### config.mk
export PLATFORM = sky130hd
export DESIGN_NAME = command_frame_register_bridge_flat
export DESIGN_NICKNAME = d
export VERILOG_FILES = /design/src/rtl/cfrb_pkg.sv /design/src/rtl/cfrb_if.sv /design/src/rtl/cfrb_decode.sv /design/src/rtl/command_frame_register_bridge.sv /design/src/flat_wrapper.sv
export SDC_FILE = /design/constraint.sdc
export NUM_CORES = 1
export LEC_CHECK = 0
export ABC_AREA = 1
export BUFFER_PORTS_ARGS = -buffer_cell sky130_fd_sc_hd__buf_2
export CAP_MARGIN = 20
export CORE_UTILIZATION = 50
export CTS_BUF_LIST = sky130_fd_sc_hd__clkbuf_2
export DETAILED_ROUTE_END_ITERATION = 6
export GPL_ROUTABILITY_DRIVEN = 0
export PLACE_DENSITY = 0.74
export RECOVER_POWER = 100
export SYNTH_ARGS = -nofsm -noshare
export SYNTH_HDL_FRONTEND = slang
export SYNTH_SLANG_ARGS = --single-unit
### constraint.sdc
create_clock -name clk -period 7.1 [get_ports clk]
set_input_delay 0.355 -clock clk [delete_from_list [all_inputs] [get_ports clk]]
set_output_delay 0.355 -clock clk [all_outputs]
set_load 0.005 [all_outputs]
### src/rtl/cfrb_pkg.sv
// ----------------------------------------------------------------------------
// cfrb_pkg: shared types and constants of the command frame register bridge
// Frame marks, register map addresses and the records passed between the
// decoder and the top level.
// ----------------------------------------------------------------------------
`default_nettype none

package cfrb_pkg;

    localparam logic [7:0]  SYNC_MARK     = 8'hEB;
    localparam logic [7:0]  KIND_WRITE    = 8'h90;
    localparam logic [7:0]  KIND_READ     = 8'h91;
    localparam logic [7:0]  TAIL_MARK     = 8'hEE;
    localparam logic [15:0] USER_LIMIT    = 16'h0400;
    localparam logic [15:0] BAD_ADDRESS   = 16'hEEEE;
    localparam logic [31:0] BAD_PAYLOAD   = 32'hEEEEEEEE;
    localparam logic [31:0] VERSION_RESET = 32'h20181112;

    // register map
    localparam logic [15:0] ADDR_VERSION   = 16'h8000;
    localparam logic [15:0] ADDR_LED_MODE  = 16'h8004;
    localparam logic [15:0] ADDR_TCP_ROUTE = 16'h8010;
    localparam logic [15:0] ADDR_TCP_RX    = 16'h8014;
    localparam logic [15:0] ADDR_TCP_TX    = 16'h8018;
    localparam logic [15:0] ADDR_TCP_CLEAR = 16'h801C;
    localparam logic [15:0] ADDR_UDP_ROUTE = 16'h8020;
    localparam logic [15:0] ADDR_UDP_RX    = 16'h8024;
    localparam logic [15:0] ADDR_UDP_TX    = 16'h8028;
    localparam logic [15:0] ADDR_UDP_CLEAR = 16'h802C;
    localparam logic [15:0] ADDR_TEST_A    = 16'h8030;
    localparam logic [15:0] ADDR_TEST_B    = 16'h8034;

    typedef struct packed {
        logic [7:0]  sync_byte;
        logic [7:0]  type_byte;
        logic [15:0] reg_address;
        logic [31:0] reg_value;
        logic [7:0]  tail_first;
        logic [7:0]  tail_second;
        logic [31:0] user_read_data;
        logic [31:0] tcp_rx_total;
        logic [31:0] tcp_tx_total;
        logic [31:0] udp_rx_total;
        logic [31:0] udp_tx_total;
    } cmd_t;

    typedef struct packed {
        logic [1:0]  led_mode;
        logic [7:0]  tcp_route;
        logic [7:0]  udp_route;
        logic [7:0]  last_kind;
        logic [15:0] last_address;
        logic [31:0] last_payload;
    } bridge_state_t;

    typedef struct packed {
        logic [7:0]  reply_kind;
        logic [15:0] reply_address;
        logic [31:0] reply_payload;
        logic        user_write_strobe;
        logic [7:0]  user_word_index;
        logic [31:0] user_write_value;
        logic        tcp_count_clear;
        logic        udp_count_clear;
        logic [1:0]  led_mode_now;
        logic [7:0]  tcp_route_now;
        logic [7:0]  udp_route_now;
    } reply_t;

endpackage

`default_nettype wire

### src/rtl/cfrb_if.sv
// ----------------------------------------------------------------------------
// cfrb_if: command and reply channels
// Valid/ready channels carrying one command frame word and one reply word.
// ----------------------------------------------------------------------------
`default_nettype none

interface cfrb_cmd_if;
    logic        valid;
    logic        ready;
    logic [7:0]  sync_byte;
    logic [7:0]  type_byte;
    logic [15:0] reg_address;
    logic [31:0] reg_value;
    logic [7:0]  tail_first;
    logic [7:0]  tail_second;
    logic [31:0] user_read_data;
    logic [31:0] tcp_rx_total;
    logic [31:0] tcp_tx_total;
    logic [31:0] udp_rx_total;
    logic [31:0] udp_tx_total;

    modport source (
        output valid, sync_byte, type_byte, reg_address, reg_value, tail_first,
               tail_second, user_read_data, tcp_rx_total, tcp_tx_total,
               udp_rx_total, udp_tx_total,
        input  ready
    );

    modport sink (
        input  valid, sync_byte, type_byte, reg_address, reg_value, tail_first,
               tail_second, user_read_data, tcp_rx_total, tcp_tx_total,
               udp_rx_total, udp_tx_total,
        output ready
    );
endinterface

interface cfrb_reply_if;
    logic        valid;
    logic        ready;
    logic [7:0]  reply_kind;
    logic [15:0] reply_address;
    logic [31:0] reply_payload;
    logic        user_write_strobe;
    logic [7:0]  user_word_index;
    logic [31:0] user_write_value;
    logic        tcp_count_clear;
    logic        udp_count_clear;
    logic [1:0]  led_mode_now;
    logic [7:0]  tcp_route_now;
    logic [7:0]  udp_route_now;

    modport source (
        output valid, reply_kind, reply_address, reply_payload, user_write_strobe,
               user_word_index, user_write_value, tcp_count_clear, udp_count_clear,
               led_mode_now, tcp_route_now, udp_route_now,
        input  ready
    );

    modport sink (
        input  valid, reply_kind, reply_address, reply_payload, user_write_strobe,
               user_word_index, user_write_value, tcp_count_clear, udp_count_clear,
               led_mode_now, tcp_route_now, udp_route_now,
        output ready
    );
endinterface

`default_nettype wire

### src/rtl/cfrb_decode.sv
// ----------------------------------------------------------------------------
// cfrb_decode: frame check and register map decode
// Checks the frame marks, decodes the address and forms the reply word and
// the next bridge state for one command word.
// ----------------------------------------------------------------------------
`default_nettype none

module cfrb_decode
    import cfrb_pkg::*;
(
    input  wire cmd_t          cmd,
    input  wire bridge_state_t state_cur,
    input  wire [31:0]         version_word,
    output bridge_state_t      state_next,
    output reply_t             reply
);

    logic framed;
    logic user_hit;

    assign framed = (cmd.sync_byte == SYNC_MARK) && (cmd.tail_first == TAIL_MARK)
                 && (cmd.tail_second == TAIL_MARK);
    assign user_hit = (cmd.reg_address < USER_LIMIT) && (cmd.reg_address[1:0] == 2'b00);

    always_comb
    begin
        bridge_state_t nxt;
        logic          strobe;
        logic [7:0]    word_idx;
        logic [31:0]   wr_val;
        logic          tclr;
        logic          uclr;

        nxt      = state_cur;
        strobe   = 1'b0;
        word_idx = 8'd0;
        wr_val   = 32'd0;
        tclr     = 1'b0;
        uclr     = 1'b0;

        if (framed && cmd.type_byte == KIND_WRITE)
        begin
            nxt.last_kind    = KIND_WRITE;
            nxt.last_address = cmd.reg_address;
            nxt.last_payload = cmd.reg_value;
            unique case (cmd.reg_address)
                ADDR_LED_MODE:  nxt.led_mode  = cmd.reg_value[1:0];
                ADDR_TCP_ROUTE: nxt.tcp_route = cmd.reg_value[7:0];
                ADDR_TCP_CLEAR: tclr          = cmd.reg_value[0];
                ADDR_UDP_ROUTE: nxt.udp_route = cmd.reg_value[7:0];
                ADDR_UDP_CLEAR: uclr          = cmd.reg_value[0];
                ADDR_TEST_A, ADDR_TEST_B:
                begin
                    // echo only
                end
                default:
                begin
                    if (user_hit)
                    begin
                        strobe   = 1'b1;
                        word_idx = cmd.reg_address[9:2];
                        wr_val   = cmd.reg_value;
                    end
                    else
                    begin
                        nxt.last_address = BAD_ADDRESS;
                        nxt.last_payload = BAD_PAYLOAD;
                    end
                end
            endcase
        end
        else if (framed && cmd.type_byte == KIND_READ)
        begin
            nxt.last_kind    = KIND_READ;
            nxt.last_address = cmd.reg_address;
            unique case (cmd.reg_address)
                ADDR_VERSION:   nxt.last_payload = version_word;
                ADDR_LED_MODE:  nxt.last_payload = {30'd0, state_cur.led_mode};
                ADDR_TCP_ROUTE: nxt.last_payload = {24'd0, state_cur.tcp_route};
                ADDR_TCP_RX:    nxt.last_payload = cmd.tcp_rx_total;
                ADDR_TCP_TX:    nxt.last_payload = cmd.tcp_tx_total;
                ADDR_UDP_ROUTE: nxt.last_payload = {24'd0, state_cur.udp_route};
                ADDR_UDP_RX:    nxt.last_payload = cmd.udp_rx_total;
                ADDR_UDP_TX:    nxt.last_payload = cmd.udp_tx_total;
                default:
                begin
                    if (user_hit)
                    begin
                        word_idx         = cmd.reg_address[9:2];
                        nxt.last_payload = cmd.user_read_data;
                    end
                    else
                    begin
                        nxt.last_address = BAD_ADDRESS;
                        nxt.last_payload = BAD_PAYLOAD;
                    end
                end
            endcase
        end

        state_next               = nxt;
        reply.reply_kind         = nxt.last_kind;
        reply.reply_address      = nxt.last_address;
        reply.reply_payload      = nxt.last_payload;
        reply.user_write_strobe  = strobe;
        reply.user_word_index    = word_idx;
        reply.user_write_value   = wr_val;
        reply.tcp_count_clear    = tclr;
        reply.udp_count_clear    = uclr;
        reply.led_mode_now       = nxt.led_mode;
        reply.tcp_route_now      = nxt.tcp_route;
        reply.udp_route_now      = nxt.udp_route;
    end

endmodule

`default_nettype wire

### src/rtl/command_frame_register_bridge.sv
// ----------------------------------------------------------------------------
// command_frame_register_bridge: command frame to register bridge
// Registers a command frame word, decodes it against the register map and
// holds the reply word in an output register.
// ----------------------------------------------------------------------------
// One frame word per cycle, sustained while the reply side keeps taking replies.
// A frame is held in the input register, with the frame check and map decode
// behind it, and its reply is offered from the reply register. The reply
// register and the input register move together, so a new frame is taken
// while a finished reply is still waiting as long as the reply side frees up
// in that cycle. A frame with bad marks repeats the previous reply's kind,
// address and payload, with no write strobe or clear (all zero after reset).
// Write the version word through cfg_wr_en/cfg_wr_data only while no frame
// is in flight; the block itself does not enforce this.
`default_nettype none

module command_frame_register_bridge
    import cfrb_pkg::*;
(
    input  wire         clk,
    input  wire         rst_n,
    input  wire         cfg_wr_en,
    input  wire  [31:0] cfg_wr_data,
    cfrb_cmd_if.sink    cmd,
    cfrb_reply_if.source reply
);

    cmd_t          cmd_reg;
    logic          cmd_valid_reg;
    reply_t        reply_reg;
    reply_t        reply_next;
    logic          reply_valid_reg;
    bridge_state_t state_reg;
    bridge_state_t state_next;
    logic [31:0]   version_reg;
    logic          out_free;
    logic          advance;
    cmd_t          cmd_in;

    assign out_free  = !reply_valid_reg || reply.ready;
    assign advance   = cmd_valid_reg && out_free;
    assign cmd.ready = !cmd_valid_reg || out_free;

    assign cmd_in.sync_byte      = cmd.sync_byte;
    assign cmd_in.type_byte      = cmd.type_byte;
    assign cmd_in.reg_address    = cmd.reg_address;
    assign cmd_in.reg_value      = cmd.reg_value;
    assign cmd_in.tail_first     = cmd.tail_first;
    assign cmd_in.tail_second    = cmd.tail_second;
    assign cmd_in.user_read_data = cmd.user_read_data;
    assign cmd_in.tcp_rx_total   = cmd.tcp_rx_total;
    assign cmd_in.tcp_tx_total   = cmd.tcp_tx_total;
    assign cmd_in.udp_rx_total   = cmd.udp_rx_total;
    assign cmd_in.udp_tx_total   = cmd.udp_tx_total;

    cfrb_decode u_decode (
        .cmd          (cmd_reg),
        .state_cur    (state_reg),
        .version_word (version_reg),
        .state_next   (state_next),
        .reply        (reply_next)
    );

    always_ff @(posedge clk or negedge rst_n)
    begin
        if (!rst_n)
        begin
            cmd_valid_reg   <= 1'b0;
            reply_valid_reg <= 1'b0;
            state_reg       <= '0;
            version_reg     <= VERSION_RESET;
        end
        else
        begin
            if (cmd.ready)
            begin
                cmd_valid_reg <= cmd.valid;
            end
            if (out_free)
            begin
                reply_valid_reg <= cmd_valid_reg;
            end
            // commit state only when the word moves into the reply register
            if (advance)
            begin
                state_reg <= state_next;
            end
            if (cfg_wr_en)
            begin
                version_reg <= cfg_wr_data;
            end
        end
    end

    always_ff @(posedge clk)
    begin
        if (cmd.valid && cmd.ready)
        begin
            cmd_reg <= cmd_in;
        end
        if (advance)
        begin
            reply_reg <= reply_next;
        end
    end

    assign reply.valid             = reply_valid_reg;
    assign reply.reply_kind        = reply_reg.reply_kind;
    assign reply.reply_address     = reply_reg.reply_address;
    assign reply.reply_payload     = reply_reg.reply_payload;
    assign reply.user_write_strobe = reply_reg.user_write_strobe;
    assign reply.user_word_index   = reply_reg.user_word_index;
    assign reply.user_write_value  = reply_reg.user_write_value;
    assign reply.tcp_count_clear   = reply_reg.tcp_count_clear;
    assign reply.udp_count_clear   = reply_reg.udp_count_clear;
    assign reply.led_mode_now      = reply_reg.led_mode_now;
    assign reply.tcp_route_now     = reply_reg.tcp_route_now;
    assign reply.udp_route_now     = reply_reg.udp_route_now;

    // a user window write is always echoed as a write
    assert property (@(posedge clk) disable iff (!rst_n)
        reply_valid_reg && reply_reg.user_write_strobe |-> reply_reg.reply_kind == KIND_WRITE)
        else $error("user write strobe on a non-write reply");

    // the two clear pulses come from different addresses
    assert property (@(posedge clk) disable iff (!rst_n)
        reply_valid_reg |-> !(reply_reg.tcp_count_clear && reply_reg.udp_count_clear))
        else $error("both counter clears in one reply");

    // bridge state changes only when a word advances
    assert property (@(posedge clk) disable iff (!rst_n)
        !advance |=> $stable(state_reg))
        else $error("bridge state changed without an advancing word");

    // reported state matches the live state right after an advance
    assert property (@(posedge clk) disable iff (!rst_n)
        advance |=> reply_reg.led_mode_now == state_reg.led_mode
                 && reply_reg.tcp_route_now == state_reg.tcp_route
                 && reply_reg.udp_route_now == state_reg.udp_route)
        else $error("reply state fields out of step with bridge state");

endmodule

`default_nettype wire
### src/flat_wrapper.sv
// flat-port wrapper written by rule: the top's interface ports become plain ports
module command_frame_register_bridge_flat import cfrb_pkg::*;
  (clk, rst_n, cfg_wr_en, cfg_wr_data, cmd_valid, cmd_sync_byte, cmd_type_byte, cmd_reg_address, cmd_reg_value, cmd_tail_first, cmd_tail_second, cmd_user_read_data, cmd_tcp_rx_total, cmd_tcp_tx_total, cmd_udp_rx_total, cmd_udp_tx_total, cmd_ready, reply_valid, reply_reply_kind, reply_reply_address, reply_reply_payload, reply_user_write_strobe, reply_user_word_index, reply_user_write_value, reply_tcp_count_clear, reply_udp_count_clear, reply_led_mode_now, reply_tcp_route_now, reply_udp_route_now, reply_ready);
  cfrb_cmd_if cmd_i ();
  cfrb_reply_if reply_i ();
  input  wire clk;
  input  wire rst_n;
  input  wire cfg_wr_en;
  input  wire  [31:0] cfg_wr_data;
  input wire logic [$bits(cmd_i.valid)-1:0] cmd_valid;
  input wire logic [$bits(cmd_i.sync_byte)-1:0] cmd_sync_byte;
  input wire logic [$bits(cmd_i.type_byte)-1:0] cmd_type_byte;
  input wire logic [$bits(cmd_i.reg_address)-1:0] cmd_reg_address;
  input wire logic [$bits(cmd_i.reg_value)-1:0] cmd_reg_value;
  input wire logic [$bits(cmd_i.tail_first)-1:0] cmd_tail_first;
  input wire logic [$bits(cmd_i.tail_second)-1:0] cmd_tail_second;
  input wire logic [$bits(cmd_i.user_read_data)-1:0] cmd_user_read_data;
  input wire logic [$bits(cmd_i.tcp_rx_total)-1:0] cmd_tcp_rx_total;
  input wire logic [$bits(cmd_i.tcp_tx_total)-1:0] cmd_tcp_tx_total;
  input wire logic [$bits(cmd_i.udp_rx_total)-1:0] cmd_udp_rx_total;
  input wire logic [$bits(cmd_i.udp_tx_total)-1:0] cmd_udp_tx_total;
  output wire logic [$bits(cmd_i.ready)-1:0] cmd_ready;
  output wire logic [$bits(reply_i.valid)-1:0] reply_valid;
  output wire logic [$bits(reply_i.reply_kind)-1:0] reply_reply_kind;
  output wire logic [$bits(reply_i.reply_address)-1:0] reply_reply_address;
  output wire logic [$bits(reply_i.reply_payload)-1:0] reply_reply_payload;
  output wire logic [$bits(reply_i.user_write_strobe)-1:0] reply_user_write_strobe;
  output wire logic [$bits(reply_i.user_word_index)-1:0] reply_user_word_index;
  output wire logic [$bits(reply_i.user_write_value)-1:0] reply_user_write_value;
  output wire logic [$bits(reply_i.tcp_count_clear)-1:0] reply_tcp_count_clear;
  output wire logic [$bits(reply_i.udp_count_clear)-1:0] reply_udp_count_clear;
  output wire logic [$bits(reply_i.led_mode_now)-1:0] reply_led_mode_now;
  output wire logic [$bits(reply_i.tcp_route_now)-1:0] reply_tcp_route_now;
  output wire logic [$bits(reply_i.udp_route_now)-1:0] reply_udp_route_now;
  input wire logic [$bits(reply_i.ready)-1:0] reply_ready;
  assign cmd_i.valid = cmd_valid;
  assign cmd_i.sync_byte = cmd_sync_byte;
  assign cmd_i.type_byte = cmd_type_byte;
  assign cmd_i.reg_address = cmd_reg_address;
  assign cmd_i.reg_value = cmd_reg_value;
  assign cmd_i.tail_first = cmd_tail_first;
  assign cmd_i.tail_second = cmd_tail_second;
  assign cmd_i.user_read_data = cmd_user_read_data;
  assign cmd_i.tcp_rx_total = cmd_tcp_rx_total;
  assign cmd_i.tcp_tx_total = cmd_tcp_tx_total;
  assign cmd_i.udp_rx_total = cmd_udp_rx_total;
  assign cmd_i.udp_tx_total = cmd_udp_tx_total;
  assign cmd_ready = cmd_i.ready;
  assign reply_valid = reply_i.valid;
  assign reply_reply_kind = reply_i.reply_kind;
  assign reply_reply_address = reply_i.reply_address;
  assign reply_reply_payload = reply_i.reply_payload;
  assign reply_user_write_strobe = reply_i.user_write_strobe;
  assign reply_user_word_index = reply_i.user_word_index;
  assign reply_user_write_value = reply_i.user_write_value;
  assign reply_tcp_count_clear = reply_i.tcp_count_clear;
  assign reply_udp_count_clear = reply_i.udp_count_clear;
  assign reply_led_mode_now = reply_i.led_mode_now;
  assign reply_tcp_route_now = reply_i.tcp_route_now;
  assign reply_udp_route_now = reply_i.udp_route_now;
  assign reply_i.ready = reply_ready;
  command_frame_register_bridge u_core (.clk(clk), .rst_n(rst_n), .cfg_wr_en(cfg_wr_en), .cfg_wr_data(cfg_wr_data), .cmd(cmd_i), .reply(reply_i));
endmodule
==> results.cfg, run 1 <==
[yosys]
yosys_warnings = 0
synth-seq-cells = 465
synth_area_um2 = 19180
ys_types = 39
syn_avg_cell_area_um2 = 10.98
async_reset_ff_share_pct = 23.23
synthCells = 1746
ys_seq_area_share_pct = 70.04
ys.flop_type = edfxtp_1
synth_edf_count = 357
syn-num-nets = 2023

[placement]
post-place-ws_ps = 3593
postPlaceCellArea_um2 = 21530
dpl.hpwl_um = 37280
port_buffers = 395

[run_status]
haltStage = 4_1_cts
first-error = [ERROR RSZ-0060] Max buffer count reached.
status = aborted with a tool error

[cts]
cts_buffer_depth = 3
cts_num_sinks = 465
hold_buffers = 565
htree_levels = 3
post_cts.repair.setup_buffers = 0
cts_root_buf = clkbuf_2
post_cts_resized = 0
cts_made_buffers = 114

[floorplan]
initial_utilization_pct = 50.92
die_h_um = 197.9
die_x_um = 197.9
rows = 71
ioPinCount = 396
-- logic make-up after synthesis --
| logic type | count (synthesis) | synth area share [%] |
|---|---|---|
| buf+inv | 210 | 4.776 |
| mux | 8 | 0.4697 |
| simple gates | 939 | 21.30 |
| compound gates | 124 | 3.419 |
| flops | 465 | 70.04 |
-- synth_stat cells (2+ instances only) --
| cell | n | area [um2] |
|---|---|---|
| buf_12 | 2 | 40.04 |
| o21ai_1 | 8 | 40.04 |
| nand2_2 | 20 | 125.1 |
| buf_6 | 8 | 90.09 |
| nor2_2 | 10 | 62.56 |
| nor2_4 | 7 | 78.83 |
| dfrtp_1 | 101 | 2527 |
| inv_2 | 10 | 37.54 |
| mux2_2 | 8 | 90.09 |
| inv_1 | 137 | 514.2 |
| o21ai_0 | 96 | 480.5 |
| nor2_1 | 181 | 679.4 |
| edfxtp_1 | 357 | 10720 |
| nand2_1 | 507 | 1903 |
| o21a_1 | 7 | 52.55 |
| nand3_1 | 143 | 715.7 |
| nand3b_1 | 4 | 30.03 |
| buf_1 | 6 | 22.52 |
| nand3_2 | 9 | 90.09 |
| buf_4 | 5 | 37.54 |
| clkinv_1 | 3 | 11.26 |
| nor4_1 | 3 | 18.77 |
| or2_2 | 5 | 31.28 |
| nor3_1 | 6 | 30.03 |
| and2_1 | 24 | 150.1 |
| clkbuf_1 | 26 | 97.59 |
| nand4_1 | 14 | 87.58 |
| buf_2 | 12 | 60.06 |
| nand2_4 | 3 | 33.78 |
| dfstp_2 | 7 | 183.9 |
| a21oi_1 | 7 | 35.03 |
| a21oi_2 | 3 | 26.28 |
-- through the flow --
| stage | cells | utilization, % | hold slack, ps |
|---|---|---|---|
| 2_1_floorplan | 1746 | - | 59.41 |
| 3_3_place_gp | 2600 | 57.17 | 406.8 |
| 3_5_place_dp | 2600 | 57.17 | 411.0 |
==> run 2: changes to the inputs <==
--- a/config.mk
+++ b/config.mk
@@ -8,11 +8,10 @@
 export ABC_AREA = 1
 export BUFFER_PORTS_ARGS = -buffer_cell sky130_fd_sc_hd__buf_2
 export CAP_MARGIN = 20
-export CORE_UTILIZATION = 50
-export CTS_BUF_LIST = sky130_fd_sc_hd__clkbuf_2
+export CORE_UTILIZATION = 35
 export DETAILED_ROUTE_END_ITERATION = 6
 export GPL_ROUTABILITY_DRIVEN = 0
-export PLACE_DENSITY = 0.74
+export PLACE_DENSITY_LB_ADDON = 0.15
 export RECOVER_POWER = 100
 export SYNTH_ARGS = -nofsm -noshare
 export SYNTH_HDL_FRONTEND = slang
==> run 2 against run 1 <==
Net effect:
- the flow now finishes, with violations (capacitance limit, slew limit)
- area after synthesis is the same
- synthesized cell count is the same
==> results.cfg, run 2 <==
[yosys]
synth-seq-cells = 465
synth_top_cell_by_area = edfxtp_1
synthCells = 1746
syn_avg_cell_area_um2 = 10.98
ys_seq_area_share_pct = 70.04
yosysMostFrequentCell = nand2_1
synth_edf_count = 357
async_reset_ff_share_pct = 23.23
synth_area_um2 = 19180
yosys_warnings = 0
synth_area_leaders = edfxtp_1, dfrtp_1, nand2_1
ys.flop_type = edfxtp_1
netlist.area_leader.share_pct = 55.90
synth_common_cells = nand2_1, edfxtp_1, nor2_1
ys_types = 39
syn-num-nets = 2023

[floorplan]
core_um2 = 54030
ioPinCount = 396
die-area_um2 = 55740
die_x_um = 236.1
initial_utilization_pct = 35.50
rows = 85
die_h_um = 236.1

[critical_path]
worstSetupPathType = reg -> reg
worst_ep_arrival_time_ps = 5340
rr_worst_depth = 11
rr_endpoint = u_core.reply.user_word_index[4]$_DFFE_PP_
critPathLaunchType = flip-flop
crit_slowest_cell = nand2_1
endpoint = u_core.reply.user_word_index[4]$_DFFE_PP_
max_stage_delay_ps = 1350
crit_chain = nand2_1 -> inv_1 -> nand4_1 -> nor2_1 -> nand2_1 -> clkbuf_1 -> nor2_1 -> nand2_1 -> o21ai_0 -> inv_1 -> nor2_1
setup.worst_path.end_class = flip-flop
crit_path_max_fanout = 35
r2r_slack_ps = 2090
cp.required_ps = 7430
crit_start = u_core.cmd_reg[239]$_DFFE_PP_
worstReg2RegStart = u_core.cmd_reg[239]$_DFFE_PP_

[pwr]
p_comb_share_pct = 10.1
p_leak_uw = 0.01100
p_clk_share_pct = 39.3
seq_power_share_pct = 50.6
p_sw_share_pct = 24.55
fin_total_pwr_uw = 6643
p_per_area_nw_per_um2 = 257.0
p_int_uw = 5012
p_sw_uw = 1631
peakVddDrop_v = 0.0001694

[timing]
period_needed_ps = 5012
final-max-slew-violation-count = 399
period_share_pct = 70.59
tightestPinTransition_ps = 3618
rsz0062_at_grt = false
hold_viol = 0
holdWs_ps = 48.96
fmax_ghz = 0.1995
finClkSkew_ps = 25.88
setup_viol = 0
slew_headroom_pct = -141.2
setup-tns-final_ps = 0

[global_route]
grt_max_degree = 123
grt_pass1_wl_um = 92860
grt_antenna_before_repair = 4
grt_overflow_total = 0
grt.total_usage_pct = 22.45
grt_pass1_vias = 14860

[finish]
drive_gt1_share_pct = 16.27
regArea_um2 = 13430
syn_to_final_growth_pct = 34.76
fin_util_pct = 47.84
fill_cells = 5050
nets = 2692
final_common_cell = nand2_1
multi_input_area_um2 = 4747
final_cell_mix = nand2_1, edfxtp_1, dlygate4sd3_1
largest_register_ffs = 240

[hold_path]
min_path_type = in -> reg

[drt]
ant_nets = 0
wl_per_cell_um = 20.06
vias = 15000
drc = 0
viasPerCell = 4.751
drt_first_pass_iters = 5
drt-initial-drc-count = 1185
wirelength_um = 63340

[cts]
post_cts_resized = 0
cts_buffer_depth = 3
hold_buffers = 271
htree_levels = 2
cts_made_buffers = 51
cts_num_sinks = 465
path_clk_slew_ps = 60
cts_root_buf = clkbuf_16
clock_latency_ps = 600
post_cts.repair.setup_buffers = 0
cts_tree = yes

[placement]
port_buffers = 395
dpl.hpwl_um = 42090

[run_status]
status = finished, violations left
violations = capacitance limit, slew limit

[run]
maxCapViolCount = 8
[run 2: cell counts after synthesis]
Identical to the previous run, type by type.
[run 2: metal layers]
metal	GRT usage [%]	vias up	wire length (um)
li1	-	7142	-
met1	31.82	7160	28320
met2	34.43	589	28540
met3	4.587	106	4717
met4	7.150	2	1746
met5	0	-	13
[run 2: area by class of cell]
class / instances / share of cell area [%]
diodes: 3 / 0.02905
well taps: 696 / 3.369
clock inverters: 32 / 1.036
inverters: 150 / 2.227
flip-flops and latches: 465 / 51.97
repair buffers: 676 / 17.75
clock buffers: 64 / 5.248
multi-input cells: 1071 / 18.37
[run 2: power groups by stage]
stage / clock network, uW / registers, uW / logic (uW)
floorplan: 0 / 3400 / 243
detailed placement: 0 / 3410 / 569
global route: 2780 / 3390 / 731
CTS: 2680 / 3360 / 687
finish: 2610 / 3360 / 668
global placement: 0 / 3400 / 562
[run 2: kinds of logic after synthesis]
group,Yosys count,synth area share [%]
muxes,8,0.4697
AOI/OAI and AO/OA,124,3.419
and+or+nand+nor,939,21.30
buffers and inverters,210,4.776
DFF,465,70.04
[run 2: worst min path at each step]
| stage | from | to | slack (ps) | cells after the start |
|---|---|---|---|---|
| 6_report | cfg_wr_data[10] | u_core.version_reg[10]$_DFFE_PN0P_ | 50 | 3 |
| 2_1_floorplan | rst_n | u_core.cmd_valid_reg$_DFFE_PN0N_ | 60 | 0 |
| 4_1_cts | cfg_wr_data[10] | u_core.version_reg[10]$_DFFE_PN0P_ | 3 | 3 |
| 3_5_place_dp | rst_n | u_core.version_reg[2]$_DFFE_PN0P_ | 370 | 1 |
| 5_1_grt | cfg_wr_data[10] | u_core.version_reg[10]$_DFFE_PN0P_ | 30 | 3 |
| 3_3_place_gp | rst_n | u_core.version_reg[2]$_DFFE_PN0P_ | 370 | 1 |
[run 2: stage by stage]
| step | instance area, um2 | cells | worst slack [ps] |
|---|---|---|---|
| after detailed placement | 21760 | 2786 | 3576 |
| after global placement | 21760 | 2786 | 3668 |
| final | 25840 | 3157 | 2088 |
| after CTS | 26100 | 3153 | 3551 |
| after global routing | 25840 | 3157 | 1766 |
| after floorplan | 19180 | 1746 | 1253 |
[run 2: critical path, delay by kind of cell, from the launching register on]
kind            cells  cell delay (ps)
flops               1              440
compound gates      1              530
buf+inv             3             1520
simple gates        7             2250
Note: power is estimated with default switching activity, not from simulation.
==> run 3: changes to the inputs <==
==> constraint.sdc (replaced) <==
create_clock -name clk -period 5.2 [get_ports clk]
set_input_delay 0.26 -clock clk [delete_from_list [all_inputs] [get_ports clk]]
set_output_delay 0.26 -clock clk [all_outputs]
set_load 0.005 [all_outputs]
==> run 3 against run 2 <==
Net effect:
- the run still ends with capacitance limit, slew limit left
- wire length down 2.1%
- sequential power up 37%
- die area unchanged
- hold slack better by 220 ps
- clock power up 34%
- critical path depth down 5
- maximum frequency up 28%
- register-to-register slack worse by 800 ps
- final area up 0.27%
- clock skew down 12 ps
- first-iteration DRC count down 10%
- via count down 0.99%
==> results.cfg, run 3 (synthesis gave the netlist of run 2 again) <==
[timing]
period_share_pct = 75.19
fmax_ghz = 0.2558
period_needed_ps = 3910
setup-tns-final_ps = 0
final-max-slew-violation-count = 439
finClkSkew_ps = 14.26
holdWs_ps = 267.7
rsz0062_at_grt = false
setup_viol = 0
hold_viol = 0
tightestPinTransition_ps = 3278
slew_headroom_pct = -118.5
setup_ws_ps = 1290

[drt]
drc = 0
drt-initial-drc-count = 1067
drt_first_pass_iters = 5
wirelength_um = 62020
viasPerCell = 4.695
ant_nets = 0
vias = 14850
wl_per_cell_um = 19.61

[critical_path]
crit_path_max_fanout = 110
max_stage_delay_ps = 1620
path_delay_family = buffers and inverters
setup.worst_path.end_class = flip-flop
critPathLaunchType = flip-flop
rr_endpoint = u_core.state_reg[46]$_DFFE_PN0P_
crit_chain = nand2_1 -> nand2_2 -> buf_4 -> inv_6 -> clkbuf_1 -> o21ai_0
r2r_slack_ps = 1290
worstReg2RegStart = u_core.reply.valid$_DFFE_PN0P_
critPathBufInv = 3
rr_worst_depth = 6
cp.required_ps = 5560
crit_slowest_cell = clkbuf_1
worstSetupPathType = reg -> reg
worst_ep_arrival_time_ps = 4270

[finish]
regArea_um2 = 13430
fin_util_pct = 47.96
syn_to_final_growth_pct = 35.12
drive_gt1_share_pct = 16.80
final_cell_mix = nand2_1, edfxtp_1, dlygate4sd3_1
fill_cells = 4985
multi_input_area_um2 = 4777
nets = 2700
largest_register_ffs = 240
final_common_cell = nand2_1

[placement]
port_buffers = 395
post-place-ws_ps = 1793
dpl.hpwl_um = 41050

[pwr]
p_leak_uw = 0.01109
p_comb_share_pct = 10.2
p_sw_uw = 2176
p_clk_share_pct = 38.8
p_sw_share_pct = 24.13
seq_power_share_pct = 51.0
p_per_area_nw_per_um2 = 347.9
p_int_uw = 6839
peakVddDrop_v = 0.0002494

[floorplan]
core_um2 = 54030
die-area_um2 = 55740
initial_utilization_pct = 35.50
die_x_um = 236.1
ioPinCount = 396
rows = 85
die_h_um = 236.1

[cts]
cts_num_sinks = 465
clock_latency_ps = 590
cts_tree = yes
path_clk_slew_ps = 60
htree_levels = 2
post_cts_resized = 0
cts_made_buffers = 51
cts_root_buf = clkbuf_16
cts_buffer_depth = 3

[run_status]
status = finished, violations left
violations = capacitance limit, slew limit

[global_route]
grt_antenna_before_repair = 4
grt.total_usage_pct = 22.17
grt_max_degree = 124
grt_pass1_wl_um = 92000
grt_pass1_vias = 15020
grt_overflow_total = 0

[run]
maxCapViolCount = 6

[hold_path]
min_path_type = in -> async
run 3: worst max path at each step:
stage / start / end / slack [ps] / cells past startpoint
floorplan: u_core.reply.valid$_DFFE_PN0P_ / u_core.cmd_reg[0]$_DFFE_PP_ / 600 / 3
global placement: u_core.cmd_reg[216]$_DFFE_PP_ / u_core.reply.reply_payload[5]$_DFFE_PP_ / 1860 / 12
detailed placement: u_core.cmd_reg[168]$_DFFE_PP_ / u_core.reply.reply_payload[22]$_DFFE_PP_ / 1790 / 9
CTS: u_core.cmd_reg[168]$_DFFE_PP_ / u_core.reply.reply_payload[22]$_DFFE_PP_ / 1780 / 9
global route: u_core.reply.valid$_DFFE_PN0P_ / u_core.state_reg[61]$_DFFE_PN0P_ / 830 / 6
finish: u_core.reply.valid$_DFFE_PN0P_ / u_core.state_reg[46]$_DFFE_PN0P_ / 1290 / 6
run 3: power by group through the flow:
| stage | clock network [uW] | registers, uW | logic [uW] |
|---|---|---|---|
| floorplan | 0 | 4640 | 332 |
| global placement | 0 | 4640 | 776 |
| detailed placement | 0 | 4650 | 785 |
| CTS | 3610 | 4580 | 952 |
| global route | 3730 | 4630 | 1000 |
| finish | 3500 | 4600 | 916 |
run 3: final cells by class:
class,instances,area share [%]
Tap cell,696,3.361
Multi-Input combinational cell,1071,18.43
Sequential cell,465,51.83
Clock buffer,75,5.630
Inverter,150,2.197
Antenna cell,2,0.01931
Clock inverter,20,0.5408
Timing Repair Buffer,684,17.99
run 3: per-stage QoR:
step | total power [uW] | cell area [um2] | instances
floorplan | 4968 | 19180 | 1746
finish | 9015 | 25910 | 3163
detailed placement | 5437 | 21810 | 2790
global placement | 5420 | 21810 | 2790
CTS | 9135 | 26180 | 3161
global route | 9368 | 25910 | 3163
run 3: what timing repair did:
action                                 CTS  global route
setup buffers                            0             0
hold buffers                           276             0
endpoints found under the hold margin  328             0
run 3: per-layer routing:
| metal | track usage (%) | wire length [um] | vias up |
|---|---|---|---|
| li1 | - | - | 7154 |
| met1 | 30.82 | 28020 | 7115 |
| met2 | 34.67 | 28280 | 478 |
| met3 | 4.482 | 4039 | 99 |
| met4 | 7.249 | 1660 | 4 |
| met5 | 0 | 23 | - |
